[src/rtl/utf8f_pkg.sv]
// Package for the UTF-8 accent fold unit: decode modes, byte constants and the
// per-byte decision record passed from the fold logic to the top level.
// No dependencies.
package utf8f_pkg;

   localparam int unsigned BYTE_W = 8;
   localparam int unsigned CHAR_W = 7;

   localparam logic [BYTE_W-1:0] BUFFER_SIZE_RESET = 8'd40;
   localparam logic [BYTE_W-1:0] LEAD_BYTE         = 8'hC3;
   localparam logic [BYTE_W-1:0] END_BYTE          = 8'h00;
   localparam logic [CHAR_W-1:0] UNKNOWN_CHAR      = 7'h3F;   // '?'
   localparam logic [CHAR_W-1:0] TERMINATOR_CHAR   = 7'h00;

   typedef enum logic [1:0] {
      MODE_NORMAL     = 2'd0,
      MODE_AFTER_LEAD = 2'd1,
      MODE_SKIP       = 2'd2
   } mode_type;

   typedef struct packed {
      logic              emit;
      logic [CHAR_W-1:0] out_byte;
      logic              end_of_string;
      mode_type          mode;
      logic [BYTE_W-1:0] chars;
   } step_type;

endpackage

[src/rtl/utf8f_req_if.sv]
// Request channel of the UTF-8 accent fold unit: one input byte per request.
// Depends on utf8f_pkg.
interface utf8f_req_if;
   logic                           valid;
   logic                           ready;
   logic [utf8f_pkg::BYTE_W-1:0]   in_byte;

   modport source (output valid, output in_byte, input ready);
   modport sink   (input valid, input in_byte, output ready);
endinterface

[src/rtl/utf8f_rsp_if.sv]
// Response channel of the UTF-8 accent fold unit: one ASCII character per response.
// Depends on utf8f_pkg.
interface utf8f_rsp_if;
   logic                           valid;
   logic                           ready;
   logic [utf8f_pkg::CHAR_W-1:0]   out_byte;
   logic                           end_of_string;

   modport source (output valid, output out_byte, output end_of_string, input ready);
   modport sink   (input valid, input out_byte, input end_of_string, output ready);
endinterface

[src/rtl/utf8f_csr_if.sv]
// Register write channel of the UTF-8 accent fold unit: carries buffer_size.
// Depends on utf8f_pkg.
interface utf8f_csr_if;
   logic                           valid;
   logic                           ready;
   logic [utf8f_pkg::BYTE_W-1:0]   buffer_size;

   modport source (output valid, output buffer_size, input ready);
   modport sink   (input valid, input buffer_size, output ready);
endinterface

[src/rtl/utf8f_fold.sv]
// Per-byte decode step: folds one byte against the current mode and fill count,
// giving the character to emit and the next state. Depends on utf8f_pkg.
module utf8f_fold (
   input  logic [utf8f_pkg::BYTE_W-1:0] in_byte,
   input  utf8f_pkg::mode_type          mode,
   input  logic [utf8f_pkg::BYTE_W-1:0] chars,
   input  logic [utf8f_pkg::BYTE_W-1:0] buffer_size,
   output utf8f_pkg::step_type          step
);
   import utf8f_pkg::*;

   function automatic logic [CHAR_W-1:0] fold_byte(input logic [BYTE_W-1:0] d);
      logic [CHAR_W-1:0] c;
      begin
         case (d) inside
            [8'h80:8'h85]: c = 7'h41;   // A
            [8'hA0:8'hA5]: c = 7'h61;   // a
            8'h87:         c = 7'h43;   // C
            8'hA7:         c = 7'h63;   // c
            [8'h88:8'h8B]: c = 7'h45;   // E
            [8'hA8:8'hAB]: c = 7'h65;   // e
            [8'h8C:8'h8F]: c = 7'h49;   // I
            [8'hAC:8'hAF]: c = 7'h69;   // i
            8'h91:         c = 7'h4E;   // N
            8'hB1:         c = 7'h6E;   // n
            [8'h92:8'h96]: c = 7'h4F;   // O
            [8'hB2:8'hB6]: c = 7'h6F;   // o
            [8'h99:8'h9C]: c = 7'h55;   // U
            [8'hB9:8'hBC]: c = 7'h75;   // u
            8'h9F:         c = 7'h73;   // s
            default:       c = UNKNOWN_CHAR;
         endcase
         return c;
      end
   endfunction

   logic [BYTE_W-1:0] chars_inc;
   logic              buffer_full;
   logic              is_continuation;

   assign chars_inc       = chars + 8'd1;
   // compare one bit wider so a count of 255 cannot wrap below the size
   assign buffer_full     = ({1'b0, chars} + 9'd1) >= {1'b0, buffer_size};
   assign is_continuation = (in_byte[7:6] == 2'b10);

   always_comb begin
      step.emit          = 1'b0;
      step.out_byte      = TERMINATOR_CHAR;
      step.end_of_string = 1'b0;
      step.mode          = mode;
      step.chars         = chars;

      if (in_byte == END_BYTE) begin
         step.emit          = 1'b1;
         step.end_of_string = 1'b1;
         step.mode          = MODE_NORMAL;
         step.chars         = '0;
      end else if (mode == MODE_AFTER_LEAD) begin
         // a pending lead byte completes whatever the fill level, unless it meets the end byte
         step.emit     = 1'b1;
         step.out_byte = fold_byte(in_byte);
         step.mode     = MODE_NORMAL;
         step.chars    = chars_inc;
      end else if (!(mode == MODE_SKIP && is_continuation)) begin
         // leave skip mode before the fill check
         if (mode == MODE_SKIP) begin
            step.mode = MODE_NORMAL;
         end
         if (!buffer_full) begin
            if (!in_byte[7]) begin
               step.emit     = 1'b1;
               step.out_byte = in_byte[CHAR_W-1:0];
               step.mode     = MODE_NORMAL;
               step.chars    = chars_inc;
            end else if (in_byte == LEAD_BYTE) begin
               step.mode = MODE_AFTER_LEAD;
            end else begin
               step.mode = MODE_SKIP;
            end
         end
      end
   end

endmodule

[src/rtl/utf8_accent_fold_to_ascii_unit.sv]
// UTF-8 accent fold to ASCII: one byte per request, zero or one ASCII response.
// Data path: input register, fold logic, response register. Throughput: one
// request per cycle while responses are taken without stalls.
// Reset (synchronous, active high): decode mode normal, character count zero,
// buffer_size 40, pipeline empty.
// Depends on utf8f_pkg, the three channel interfaces and utf8f_fold.
module utf8_accent_fold_to_ascii_unit (
   input  logic        clock,
   input  logic        reset,
   utf8f_req_if.sink   req_ch,
   utf8f_rsp_if.source rsp_ch,
   utf8f_csr_if.sink   csr_ch
);
   import utf8f_pkg::*;

   logic              stage_valid_ff, stage_valid_in;
   logic [BYTE_W-1:0] stage_byte_ff, stage_byte_in;
   mode_type          mode_ff, mode_in;
   logic [BYTE_W-1:0] chars_ff, chars_in;
   logic [BYTE_W-1:0] buffer_size_ff, buffer_size_in;
   logic              rsp_valid_ff, rsp_valid_in;
   logic [CHAR_W-1:0] rsp_byte_ff, rsp_byte_in;
   logic              rsp_eos_ff, rsp_eos_in;

   logic              out_free;
   logic              advance;
   logic              req_take;
   step_type          step;

   utf8f_fold u_fold (
      .in_byte     (stage_byte_ff),
      .mode        (mode_ff),
      .chars       (chars_ff),
      .buffer_size (buffer_size_ff),
      .step        (step)
   );

   assign out_free     = !rsp_valid_ff || rsp_ch.ready;
   assign advance      = stage_valid_ff && out_free;
   assign req_ch.ready = !stage_valid_ff || out_free;
   assign req_take     = req_ch.valid && req_ch.ready;
   assign csr_ch.ready = 1'b1;

   assign rsp_ch.valid         = rsp_valid_ff;
   assign rsp_ch.out_byte      = rsp_byte_ff;
   assign rsp_ch.end_of_string = rsp_eos_ff;

   always_comb begin
      stage_valid_in = stage_valid_ff;
      stage_byte_in  = stage_byte_ff;
      mode_in        = mode_ff;
      chars_in       = chars_ff;
      buffer_size_in = buffer_size_ff;
      rsp_valid_in   = rsp_valid_ff;
      rsp_byte_in    = rsp_byte_ff;
      rsp_eos_in     = rsp_eos_ff;

      if (csr_ch.valid) begin
         buffer_size_in = csr_ch.buffer_size;
      end

      // drop the response once taken; a new one may replace it below
      if (rsp_ch.ready) begin
         rsp_valid_in = 1'b0;
      end

      if (advance) begin
         mode_in        = step.mode;
         chars_in       = step.chars;
         rsp_valid_in   = step.emit;
         rsp_byte_in    = step.out_byte;
         rsp_eos_in     = step.end_of_string;
         stage_valid_in = 1'b0;
      end

      if (req_take) begin
         stage_valid_in = 1'b1;
         stage_byte_in  = req_ch.in_byte;
      end
   end

   always_ff @(posedge clock) begin
      if (reset) begin
         stage_valid_ff <= 1'b0;
         mode_ff        <= MODE_NORMAL;
         chars_ff       <= '0;
         buffer_size_ff <= BUFFER_SIZE_RESET;
         rsp_valid_ff   <= 1'b0;
      end else begin
         stage_valid_ff <= stage_valid_in;
         mode_ff        <= mode_in;
         chars_ff       <= chars_in;
         buffer_size_ff <= buffer_size_in;
         rsp_valid_ff   <= rsp_valid_in;
      end
   end

   always_ff @(posedge clock) begin
      stage_byte_ff <= stage_byte_in;
      rsp_byte_ff   <= rsp_byte_in;
      rsp_eos_ff    <= rsp_eos_in;
   end

endmodule
[src/flat_wrapper.sv]
// flat-port wrapper written by rule: the top's interface ports become plain ports
module utf8_accent_fold_to_ascii_unit_flat import utf8f_pkg::*;
  (clock, reset, req_ch_valid, req_ch_in_byte, req_ch_ready, rsp_ch_valid, rsp_ch_out_byte, rsp_ch_end_of_string, rsp_ch_ready, csr_ch_valid, csr_ch_buffer_size, csr_ch_ready);
  utf8f_req_if req_ch_i ();
  utf8f_rsp_if rsp_ch_i ();
  utf8f_csr_if csr_ch_i ();
  input  logic clock;
  input  logic reset;
  input wire logic [$bits(req_ch_i.valid)-1:0] req_ch_valid;
  input wire logic [$bits(req_ch_i.in_byte)-1:0] req_ch_in_byte;
  output wire logic [$bits(req_ch_i.ready)-1:0] req_ch_ready;
  output wire logic [$bits(rsp_ch_i.valid)-1:0] rsp_ch_valid;
  output wire logic [$bits(rsp_ch_i.out_byte)-1:0] rsp_ch_out_byte;
  output wire logic [$bits(rsp_ch_i.end_of_string)-1:0] rsp_ch_end_of_string;
  input wire logic [$bits(rsp_ch_i.ready)-1:0] rsp_ch_ready;
  input wire logic [$bits(csr_ch_i.valid)-1:0] csr_ch_valid;
  input wire logic [$bits(csr_ch_i.buffer_size)-1:0] csr_ch_buffer_size;
  output wire logic [$bits(csr_ch_i.ready)-1:0] csr_ch_ready;
  assign req_ch_i.valid = req_ch_valid;
  assign req_ch_i.in_byte = req_ch_in_byte;
  assign req_ch_ready = req_ch_i.ready;
  assign rsp_ch_valid = rsp_ch_i.valid;
  assign rsp_ch_out_byte = rsp_ch_i.out_byte;
  assign rsp_ch_end_of_string = rsp_ch_i.end_of_string;
  assign rsp_ch_i.ready = rsp_ch_ready;
  assign csr_ch_i.valid = csr_ch_valid;
  assign csr_ch_i.buffer_size = csr_ch_buffer_size;
  assign csr_ch_ready = csr_ch_i.ready;
  utf8_accent_fold_to_ascii_unit u_core (.clock(clock), .reset(reset), .req_ch(req_ch_i), .rsp_ch(rsp_ch_i), .csr_ch(csr_ch_i));
endmodule
[config.mk]
export PLATFORM = sky130hd
export DESIGN_NAME = utf8_accent_fold_to_ascii_unit_flat
export DESIGN_NICKNAME = d
export VERILOG_FILES = /design/src/rtl/utf8f_pkg.sv /design/src/rtl/utf8f_req_if.sv /design/src/rtl/utf8f_rsp_if.sv /design/src/rtl/utf8f_csr_if.sv /design/src/rtl/utf8f_fold.sv /design/src/rtl/utf8_accent_fold_to_ascii_unit.sv /design/src/flat_wrapper.sv
export SDC_FILE = /design/constraint.sdc
export NUM_CORES = 1
export LEC_CHECK = 0
export ABC_AREA = 1
export BUFFER_PORTS_ARGS = -buffer_cell sky130_fd_sc_hd__buf_2
export CAP_MARGIN = 25
export CELL_PAD_IN_SITES_DETAIL_PLACEMENT = 0
export CELL_PAD_IN_SITES_GLOBAL_PLACEMENT = 1
export CORE_MARGIN = 2
export CORE_UTILIZATION = 38
export CTS_BUF_LIST = sky130_fd_sc_hd__clkbuf_8
export DETAILED_ROUTE_END_ITERATION = 8
export GPL_ROUTABILITY_DRIVEN = 1
export GPL_TIMING_DRIVEN = 0
export HOLD_SLACK_MARGIN = 0.1
export PLACE_DENSITY = 0.76
export SLEW_MARGIN = 20
export SYNTH_ARGS = -nofsm -noshare
export SYNTH_HDL_FRONTEND = slang
export SYNTH_SLANG_ARGS = --single-unit
export TNS_END_PERCENT = 30
[constraint.sdc]
create_clock -name clock -period 2.3 [get_ports clock]
set_input_delay 0.345 -clock clock [delete_from_list [all_inputs] [get_ports clock]]
set_output_delay 0.345 -clock clock [all_outputs]
set_load 0.02 [all_outputs]
==> metrics, run 1 <==
HPWL Detailed 4000 um; Pleak 1.38 nW; DIE HEIGHT 81.0 um; Setup TNS -1.49 ns; RSZ-0062 raised after global routing true; Routed Antenna Nets 0; Slew headroom 0.589; Area growth, synth to finish 26.2%; WP data required 2.49 ns; synth unique cells 30; drt pass-1 iters 4; top cells by area, synth edfxtp_1, dfxtp_1, nand2_1, inv_1, nor2_1; largest net degree at the start of global routing 13; post-synth net total 352; Clock Latency Late Sink 0.29 ns; post-synthesis mux area share 0; CTS Buf Count 5; Post-Layout Cell Count around 450; YS warnings 0; Worst-Margin Slew 0.617 ns; die area 0.00656 mm^2; simple-gate share of the synthesized area 0.326; port buffer count 30; power density cells between 500 and 600 mW/mm^2; vias in the first global route 1,972; worst path cell trace inv_4 > nor3_4 > buf_6 > xor2_1 > inv_1 > ha_1 > nand2_2 > buf_4 > nor2_1 > nand4_1 > nand3_1 > nand2_2 > nand3_4 > a21oi_4 > buf_6 > nand2_2 > nand2_2 > nor2_1; failing checks setup timing; post-synthesis average cell area ~7 um^2; CP dominant cell by count nand2_2; Initial DRC Count between 100 and 150; crit end category flop; Initial Utilization 0.387; CP startpoint u_core.chars_ff[0]$_SDFFE_PP0P_; CP Launch Type flop; Placed Cells incl. Taps 425; max_cap viols 0; initial antenna violation count 0; peak supply drop 0.332 mV; Final WS setup -0.144 ns; top-area cell type share of the netlist area 0.213; Worst path slowest cell dfxtp_4; core footprint 0.00582 mm^2; DIE WIDTH about 80 um; delay of the slowest critical-path stage 0.39 ns; Avg Vias per Cell 4.83; maximum clock path buffer count 2; status finished with violations; total gr overflow 0; mapped cell area roughly 0.0023 mm^2; vias 2,148; fin nets 401; commonest non-fill, non-tap cells in the layout nand2_1, inv_1, nor2_1, buf_2, a21oi_1; htree depth 2; critical path class reg -> reg; crit path time final 2.44 ns; CTS tree built; first-pass GRT wire length 8870 um; sequential element share of the synthesized area 0.391; Hold Violations, Final 0; # rows 28; post-synthesis xor/xnor area fraction 0.0156; GPL Wtd Cong 0.922; Synth Register Bits 36; CTS clk-pin slew, worst paths 0.08 ns; Synth Instances 320; Remaining DRCs 0; hold path startpoint req_ch_in_byte[7]; Slew Limit Fails 0; GRT Overall Usage 0.176; largest family of logic cells by synthesized area simple AND/OR/NAND/NOR gates; Clock Skews 0.00812 ns; Tcrit/Tclk final 1.06; CTS Hold Bufs 0; Reg2Reg Launch Point u_core.chars_ff[0]$_SDFFE_PP0P_; CP Max Fanout 5; most common cell after layout, fill and taps aside nand2_1; routed wire length 5380 um; layout cell share with drive strength beyond 1 0.273; CTS Root Cell clkbuf_8; Routed WL per cell 12.1 um; Achievable Freq 0.409 GHz; Diodes inserted 0; Yosys top cell by area edfxtp_1; CP arrival 2.64 ns; worst hold path type in -> reg; Post-Synth Adder-Cell Area 0.0611; clock net sink count 36; final setup violation count 17; complex-gate fraction of the synthesized area 0.110; Top Ports 32
## synthesized netlist by cell type
library cell and n:
a21oi_1 25, a21oi_2 1, a31o_2 1, a31oi_1 1, buf_4 3, clkbuf_1 3, conb_1 1, dfxtp_1 20
edfxtp_1 16, ha_1 11, inv_1 44, inv_2 4, nand2_1 82, nand2_2 1, nand3_1 23, nand3_2 1
nand3b_1 1, nand4_1 8, nor2_1 38, nor2_2 4, nor2_4 1, nor3_1 7, nor3_4 1, nor4_1 1
o2111ai_1 1, o21ai_0 14, o21ai_1 1, o31ai_1 2, xnor2_1 1, xor2_1 3
## path summary, 6_finish.rpt
path	endpoint	slack, ns	cells past startpoint
setup / recovery	u_core.chars_ff[6]$_SDFFE_PP0P_	-0.14	18
hold / removal	u_core.stage_byte_ff[7]$_DFFE_PP_	0.22	1
setup reg to reg	u_core.chars_ff[6]$_SDFFE_PP0P_	-0.14	18
hold reg to reg	u_core.buffer_size_ff[1]$_SDFFE_PP0P_	0.46	2
## cell type report
cell class	instances	area (um^2)
fill	625	2970
multi-input combinational	230	1310
sequential	36	887
timing repair buffer	42	244
inverter	48	183
tap	75	93.8
clock buffer	5	68.8
buffer	6	37.5
clock inverter	3	15.0
## state kept, by name (all words and copies together), names as in the netlist
signal and count:
u_core.buffer_size_ff 8, u_core.chars_ff 8, u_core.stage_byte_ff 8, u_core.rsp_ch.out_byte 7, u_core.mode_ff 2, u_core.rsp_ch.end_of_string 1, u_core.rsp_ch.valid 1, u_core.stage_valid_ff 1
## power by group
part,leakage (nW),switching (mW),internal [mW]
sequential,0.321,0.0339,0.719
clock,0.0496,0.239,0.208
combinational,1.00,0.239,0.152
## cells by family (layout without fill, tap and decap cells)
family,Yosys count,count (layout)
compound gates,46,46
xor+xnor,4,4
fa+ha+maj,11,11
buf+inv,54,104
flops,36,36
other cells,1,1
simple gates,168,168
## through the flow
stage               worst slack, ns  hold WS (ns)  utilization  power (mW)  area, um^2
finish                       -0.144         0.225        0.489        1.59        2840
global route                 -0.337         0.217        0.489        1.69        2840
CTS                          -0.111         0.214        0.471        1.57        2740
detailed placement           -0.419         0.454        0.431        1.08        2500
global placement             -0.385         0.455        0.431        1.08        2500
floorplan                    0.0375         0.414            -       0.992        2260
## timing repair
item | CTS | global route
pin swaps | 9 | 11
endpoints found under the setup margin | 18 | 18
buffers inserted | 8 | 3
cloned | 1 | 0
gates resized for setup | 27 | 22
## layer usage
metal / GRT usage / up-vias / share of wire
met1: 0.249 / 944 / 0.49
met5: 0 / - / 0
met3: 0.0400 / 7 / 0.061
li1: - / 1141 / -
met4: 0.0559 / 0 / 0.011
met2: 0.265 / 56 / 0.43
## critical path, delay by kind of cell, from the launching register on
family / cells / cell delay, ns
AND/OR/NAND/NOR: 10 / 0.83
buffers and inverters: 5 / 0.51
flip-flops: 1 / 0.39
adder cells (fa/ha/maj): 1 / 0.30
AO/OA/AOI/OAI: 1 / 0.18
XOR/XNOR: 1 / 0.13
No activity file was read; power rests on OpenSTA's default activity.
==> inputs of run 2 (changes only) <==
==> constraint.sdc (replaced) <==
create_clock -name clock -period 2.3 [get_ports clock]
set_input_delay 0.115 -clock clock [delete_from_list [all_inputs] [get_ports clock]]
set_output_delay 0.115 -clock clock [all_outputs]
set_load 0.02 [all_outputs]
==> run 2 against run 1 <==
Net effect:
- the flow still finishes with violations (setup timing)
- non-clock buffer count grew 18
- global-route usage grew 0.77 points
- sequential power is essentially flat
- utilization grew 3.1 points
- first-iteration DRC count grew 15%
- worst setup slack gained 0.0060 ns
- count of clock-buffer cells in the layout is the same
- critical path type unchanged
- largest cell class unchanged
==> metrics, run 2 (synthesis results as in run 1) <==
reg2reg path depth 18 (unchanged); Placed Area 0.00250 mm^2 (unchanged); most common cell after layout, fill and taps aside nand2_1; Routed Antenna Nets 0 (unchanged); port buffer count 30 (unchanged); GPL Wtd Cong 0.922 (unchanged); Routed WL per cell 12.0 um (-0.44%); crit end category flop; status finished with violations; GRT Overall Usage 0.183 (+0.00766); Crit path buffers/inverters 5 (unchanged); core footprint 0.00582 mm^2 (unchanged); critical path class reg -> reg; Pleak 1.45 nW (+5.3%); WP depth 18 (unchanged); total gr overflow 0 (unchanged); CP dominant cell by count nand2_2; clock net sink count 36 (unchanged); Reg2Reg Launch Point u_core.chars_ff[0]$_SDFFE_PP0P_; Placed Cells incl. Taps 425 (unchanged); first-pass GRT wire length 9260 um (+4.4%); Clock Latency Late Sink 0.29 ns (about the same); Initial Utilization 0.387 (unchanged); vias 2,236 (+4.1%); CP delay by family, top simple AND/OR/NAND/NOR gates; Avg Vias per Cell 4.83 (about the same); failing checks setup timing; Worst-Margin Slew 0.611 ns (-0.00624 ns); # rows 28 (unchanged); Worst path slowest cell dfxtp_4; Initial DRC Count 122 (+15%); Slew headroom 0.593 (+0.00416); peak supply drop 0.354 mV (+6.8%); HPWL Detailed 4000 um (unchanged); drt pass-1 iters 4 (unchanged); CTS Root Cell clkbuf_8; delay of the slowest critical-path stage 0.39 ns (about the same); CP Max Fanout 5 (unchanged); final setup violation count 17 (unchanged); crit path time final 2.44 ns (-0.00603 ns); vias in the first global route 2,082 (+5.6%); routed wire length 5580 um (+3.6%); commonest non-fill, non-tap cells in the layout nand2_1, inv_1, nor2_1, buf_2, a21oi_1; worst path cell trace inv_4 > nor3_4 > buf_6 > xor2_1 > inv_1 > ha_1 > nand2_2 > buf_4 > nor2_1 > nand4_1 > nand3_1 > nand2_2 > nand3_4 > a21oi_4 > buf_6 > nand2_2 > nand2_2 > nor2_1; Remaining DRCs 0 (unchanged); Slew Limit Fails 0 (unchanged); DIE HEIGHT 81.0 um (unchanged); fin nets 419 (+4.5%); Design Area, Final 0.00302 mm^2 (+6.3%); CP Launch Type flop; WP data required 2.49 ns (about the same); layout cell share with drive strength beyond 1 0.260 (-0.0127); Final WS setup -0.138 ns (+0.00603 ns); Power Total 1.62 mW (+1.7%); CP arrival 2.63 ns (about the same); maximum clock path buffer count 2 (unchanged); htree depth 2 (unchanged); worst reg2reg endpoint u_core.chars_ff[6]$_SDFFE_PP0P_; worst hold path type in -> reg; die area 0.00656 mm^2 (unchanged); initial antenna violation count 0 (unchanged); Clock Skews 0.00498 ns (-0.00314 ns); CP startpoint u_core.chars_ff[0]$_SDFFE_PP0P_; Top Ports 32 (unchanged); largest net degree at the start of global routing 13 (unchanged); DIE WIDTH 81.0 um (unchanged); Post-Layout Cell Count 463 (+4.0%); Hold Violations, Final 0 (unchanged); R2R Setup Slk -0.14 ns (about the same); CTS clk-pin slew, worst paths 0.08 ns (about the same); max_cap viols 0 (unchanged); Diodes inserted 0 (unchanged); Area growth, synth to finish 34.2%; Tcrit/Tclk final 1.06 (-0.00262); power density cells 535 mW/mm^2 (-4.3%); CTS tree built; Critical Path End u_core.chars_ff[6]$_SDFFE_PP0P_; RSZ-0062 raised after global routing true; CTS Buf Count 5 (unchanged); Final Core Density 0.520 (+0.0310); Achievable Freq 0.410 GHz (+0.25%); Largest regs u_core.buffer_size_ff: 8 flops, u_core.chars_ff: 8 flops, u_core.stage_byte_ff: 8 flops
## run 2: area by class of cell
cell class | instances | area [um^2]
plain buffers | 6 | 37.5
inverters | 48 | 183
repair buffers | 60 | 424
fillers | 613 | 2790
clock inverters | 3 | 15.0
flip-flops and latches | 36 | 887
multi-input cells | 230 | 1310
clock buffers | 5 | 68.8
well taps | 75 | 93.8
## run 2: metal layers
layer,part of all wire,vias to the layer above,GRT usage
met5,0,-,0
met4,0.011,0,0.0559
met3,0.058,10,0.0389
met2,0.45,66,0.288
met1,0.48,984,0.253
li1,-,1176,-
## run 2: where the power goes
| group | leakage [nW] | switching (mW) | internal, mW |
|---|---|---|---|
| clock | 0.0496 | 0.241 | 0.208 |
| combinational | 1.08 | 0.243 | 0.172 |
| sequential | 0.321 | 0.0338 | 0.719 |
| total | 1.45 | 0.518 | 1.10 |
## run 2: how the worst min path moves through the flow
stage	to	depth (start not counted)	slack, ns	from
floorplan	u_core.rsp_ch.valid$_SDFFE_PP0P_	1	0.18	reset
global placement	u_core.stage_byte_ff[1]$_DFFE_PP_	1	0.29	req_ch_in_byte[1]
detailed placement	u_core.stage_byte_ff[5]$_DFFE_PP_	1	0.29	req_ch_in_byte[5]
CTS	u_core.buffer_size_ff[2]$_SDFFE_PP0P_	3	0.10	csr_ch_buffer_size[2]
global route	u_core.buffer_size_ff[2]$_SDFFE_PP0P_	3	0.12	csr_ch_buffer_size[2]
finish	u_core.buffer_size_ff[2]$_SDFFE_PP0P_	3	0.11	csr_ch_buffer_size[2]
## run 2: repair_timing
item,in CTS,in global routing
pin swaps,9,11
buffers inserted,8,3
hold buffers,18,0
cloned,1,0
resized for setup,27,22
hold endpoints to repair,17,0
endpoints found under the setup margin,18,18
## run 2: tightest hold or removal path: stages
cell     delay [ns]
buf_2          0.07
o21ai_0        0.07
a21oi_1        0.10
## run 2: metrics by stage
stage / setup slack [ns] / hold slack [ns] / setup TNS, ns
floorplan: 0.0375 / 0.184 / 0
global placement: -0.385 / 0.292 / -5.01
detailed placement: -0.419 / 0.293 / -5.53
CTS: -0.111 / 0.101 / -0.751
global route: -0.339 / 0.118 / -4.89
finish: -0.138 / 0.106 / -1.36
==> inputs of run 3 (changes only) <==
BUFFER_PORTS_ARGS = -buffer_cell sky130_fd_sc_hd__clkbuf_2   (was -buffer_cell sky130_fd_sc_hd__buf_2)
SETUP_SLACK_MARGIN = 0.1   (was default)
==> run 3 against run 2 <==
Net effect:
- the flow still finishes with violations (setup timing)
- non-clock buffer count down 9
- routed wire length up 1.6%
- fmax up 2.7%
- final cell count down 1.9%
- register-to-register slack better by 0.06 ns
- critical endpoint is now u_core.chars_ff[7]$_SDFFE_PP0P_
==> metrics, run 3 (synthesis results as in run 1) <==
RSZ-0062 raised after global routing true; crit path time final 2.38 ns (-0.0632 ns); worst hold path type in -> reg; multi-input logic area 0.00135 mm^2 (+3.0%); Tcrit/Tclk final 1.03 (-0.0275); core footprint 0.00582 mm^2 (unchanged); DIE HEIGHT 81.0 um (unchanged); CP startpoint u_core.chars_ff[0]$_SDFFE_PP0P_; die area 0.00656 mm^2 (unchanged); Final WS setup -0.0751 ns (+0.0632 ns); DIE WIDTH 81.0 um (unchanged); Remaining DRCs 0 (unchanged); drt pass-1 iters 4 (unchanged); delay of the slowest critical-path stage 0.38 ns (about the same); commonest non-fill, non-tap cells in the layout nand2_1, inv_1, nor2_1, clkbuf_2, a21oi_1; CTS tree built; critical path class reg -> reg; first-pass GRT wire length 9250 um (-0.14%); CTS Root Cell clkbuf_8; worst path cell trace ha_4 > nand2_2 > nor2_4 > nand3_2 > xor2_2 > ha_4 > a21oi_1 > nand3_2 > nand2_2 > nand3_4 > a21oi_4 > buf_6 > nand2_1 > nand2_1 > nor2_1; crit end category flop; GPL Wtd Cong 0.909 (-1.3%); htree depth 2 (unchanged); WP data required 2.49 ns (about the same); Achievable Freq 0.421 GHz (+2.7%); Routed WL per cell 12.5 um (+3.6%); register area 887 um^2 (unchanged); power density cells 582 mW/mm^2 (+8.7%); final setup violation count 9 (-8); fin nets 410 (-2.1%); Pleak 1.42 nW (-2.3%); Power Total 1.75 mW (+8.4%); HPWL Detailed 4130 um (+3.3%); Hold Violations, Final 0 (unchanged); peak supply drop 0.342 mV (-3.4%); Reg2Reg Launch Point u_core.chars_ff[0]$_SDFFE_PP0P_; Largest regs u_core.buffer_size_ff: 8 flops, u_core.chars_ff: 8 flops, u_core.stage_byte_ff: 8 flops; failing checks setup timing; CTS Buf Count 5 (unchanged); Routed Antenna Nets 0 (unchanged); Placed Cells incl. Taps 425 (unchanged); vias 2,203 (-1.5%); CTS clk-pin slew, worst paths 0.08 ns (about the same); CP Launch Type flop; Slew headroom 0.629 (+0.0362); Fillers 596 (-2.8%); status finished with violations; Worst path slowest cell dfxtp_4; layout cell share with drive strength beyond 1 0.261 (+0.000904); maximum clock path buffer count 2 (unchanged); Diodes inserted 0 (unchanged); max_cap viols 0 (unchanged); vias in the first global route 1,977 (-5.0%); largest net degree at the start of global routing 12 (-1); Area growth, synth to finish 33.8%; Setup TNS -0.495 ns (+0.865 ns); Top Ports 32 (unchanged); CP Max Fanout 5 (unchanged); CP arrival 2.56 ns (-0.07 ns); Initial DRC Count 206 (+69%); routed wire length 5670 um (+1.6%); Clock Skews 0.00842 ns (+0.00345 ns); Post-Layout Cell Count 454 (-1.9%); initial antenna violation count 0 (unchanged); Slew Limit Fails 0 (unchanged); port buffer count 30 (unchanged); Clock Latency Late Sink 0.29 ns (about the same); Worst-Margin Slew 0.557 ns (-0.0544 ns); hold path startpoint csr_ch_valid; # rows 28 (unchanged); most common cell after layout, fill and taps aside nand2_1; Avg Vias per Cell 4.85 (+0.48%); Design Area, Final 0.00301 mm^2 (-0.29%); pre-CTS setup slack -0.277 ns (+0.142 ns); Initial Utilization 0.387 (unchanged); GRT Overall Usage 0.183 (about the same); clock net sink count 36 (unchanged); Placed Area 0.00254 mm^2 (+1.6%); total gr overflow 0 (unchanged)
-- run 3: stage by stage --
| step | util | hold WS [ns] |
|---|---|---|
| 2_1_floorplan | - | 0.179 |
| 3_3_place_gp | 0.437 | 0.293 |
| 3_5_place_dp | 0.437 | 0.295 |
| 4_1_cts | 0.502 | 0.100 |
| 5_1_grt | 0.518 | 0.114 |
| 6_report | 0.518 | 0.0964 |
-- run 3: layout make-up --
| type | count | area share |
|---|---|---|
| Tap cell | 75 | 0.0311 |
| Timing Repair Buffer | 51 | 0.114 |
| Multi-Input combinational cell | 230 | 0.449 |
| Clock buffer | 6 | 0.0274 |
| Sequential cell | 36 | 0.294 |
| Inverter | 48 | 0.0606 |
| Buffer | 6 | 0.0125 |
| Clock inverter | 2 | 0.0112 |
-- run 3: layer usage --
metal | wire length [um] | up-vias | track usage
li1 | - | 1156 | -
met1 | 2770 | 978 | 0.257
met2 | 2510 | 61 | 0.275
met3 | 323 | 8 | 0.0500
met4 | 55 | 0 | 0.0542
met5 | 0 | - | 0
-- run 3: power breakdown --
part           switching (mW)  internal [mW]
sequential             0.0356          0.719
combinational           0.241          0.166
clock                   0.242          0.349
-- run 3: worst paths after layout --
kind	depth (start not counted)	to	slack, ns
max	15	u_core.chars_ff[7]$_SDFFE_PP0P_	-0.08
min	2	u_core.buffer_size_ff[5]$_SDFFE_PP1P_	0.1
max reg2reg	15	u_core.chars_ff[7]$_SDFFE_PP0P_	-0.08
min reg2reg	2	u_core.buffer_size_ff[1]$_SDFFE_PP0P_	0.47
-- run 3: critical path, delay by kind of cell (launching register included) --
kind / cells / cell delay [ns]
simple gates: 9 / 0.75
xor+xnor: 1 / 0.20
flops: 1 / 0.38
compound gates: 2 / 0.39
buf+inv: 1 / 0.15
fa+ha+maj: 2 / 0.38
-- run 3: what timing repair did --
action,in CTS,in global routing
setup endpoints to repair,18,18
hold buffers,14,0
setup buffers,4,2
pin swaps,15,13
cloned,1,0
endpoints found under the hold margin,14,0
resized for setup,20,15
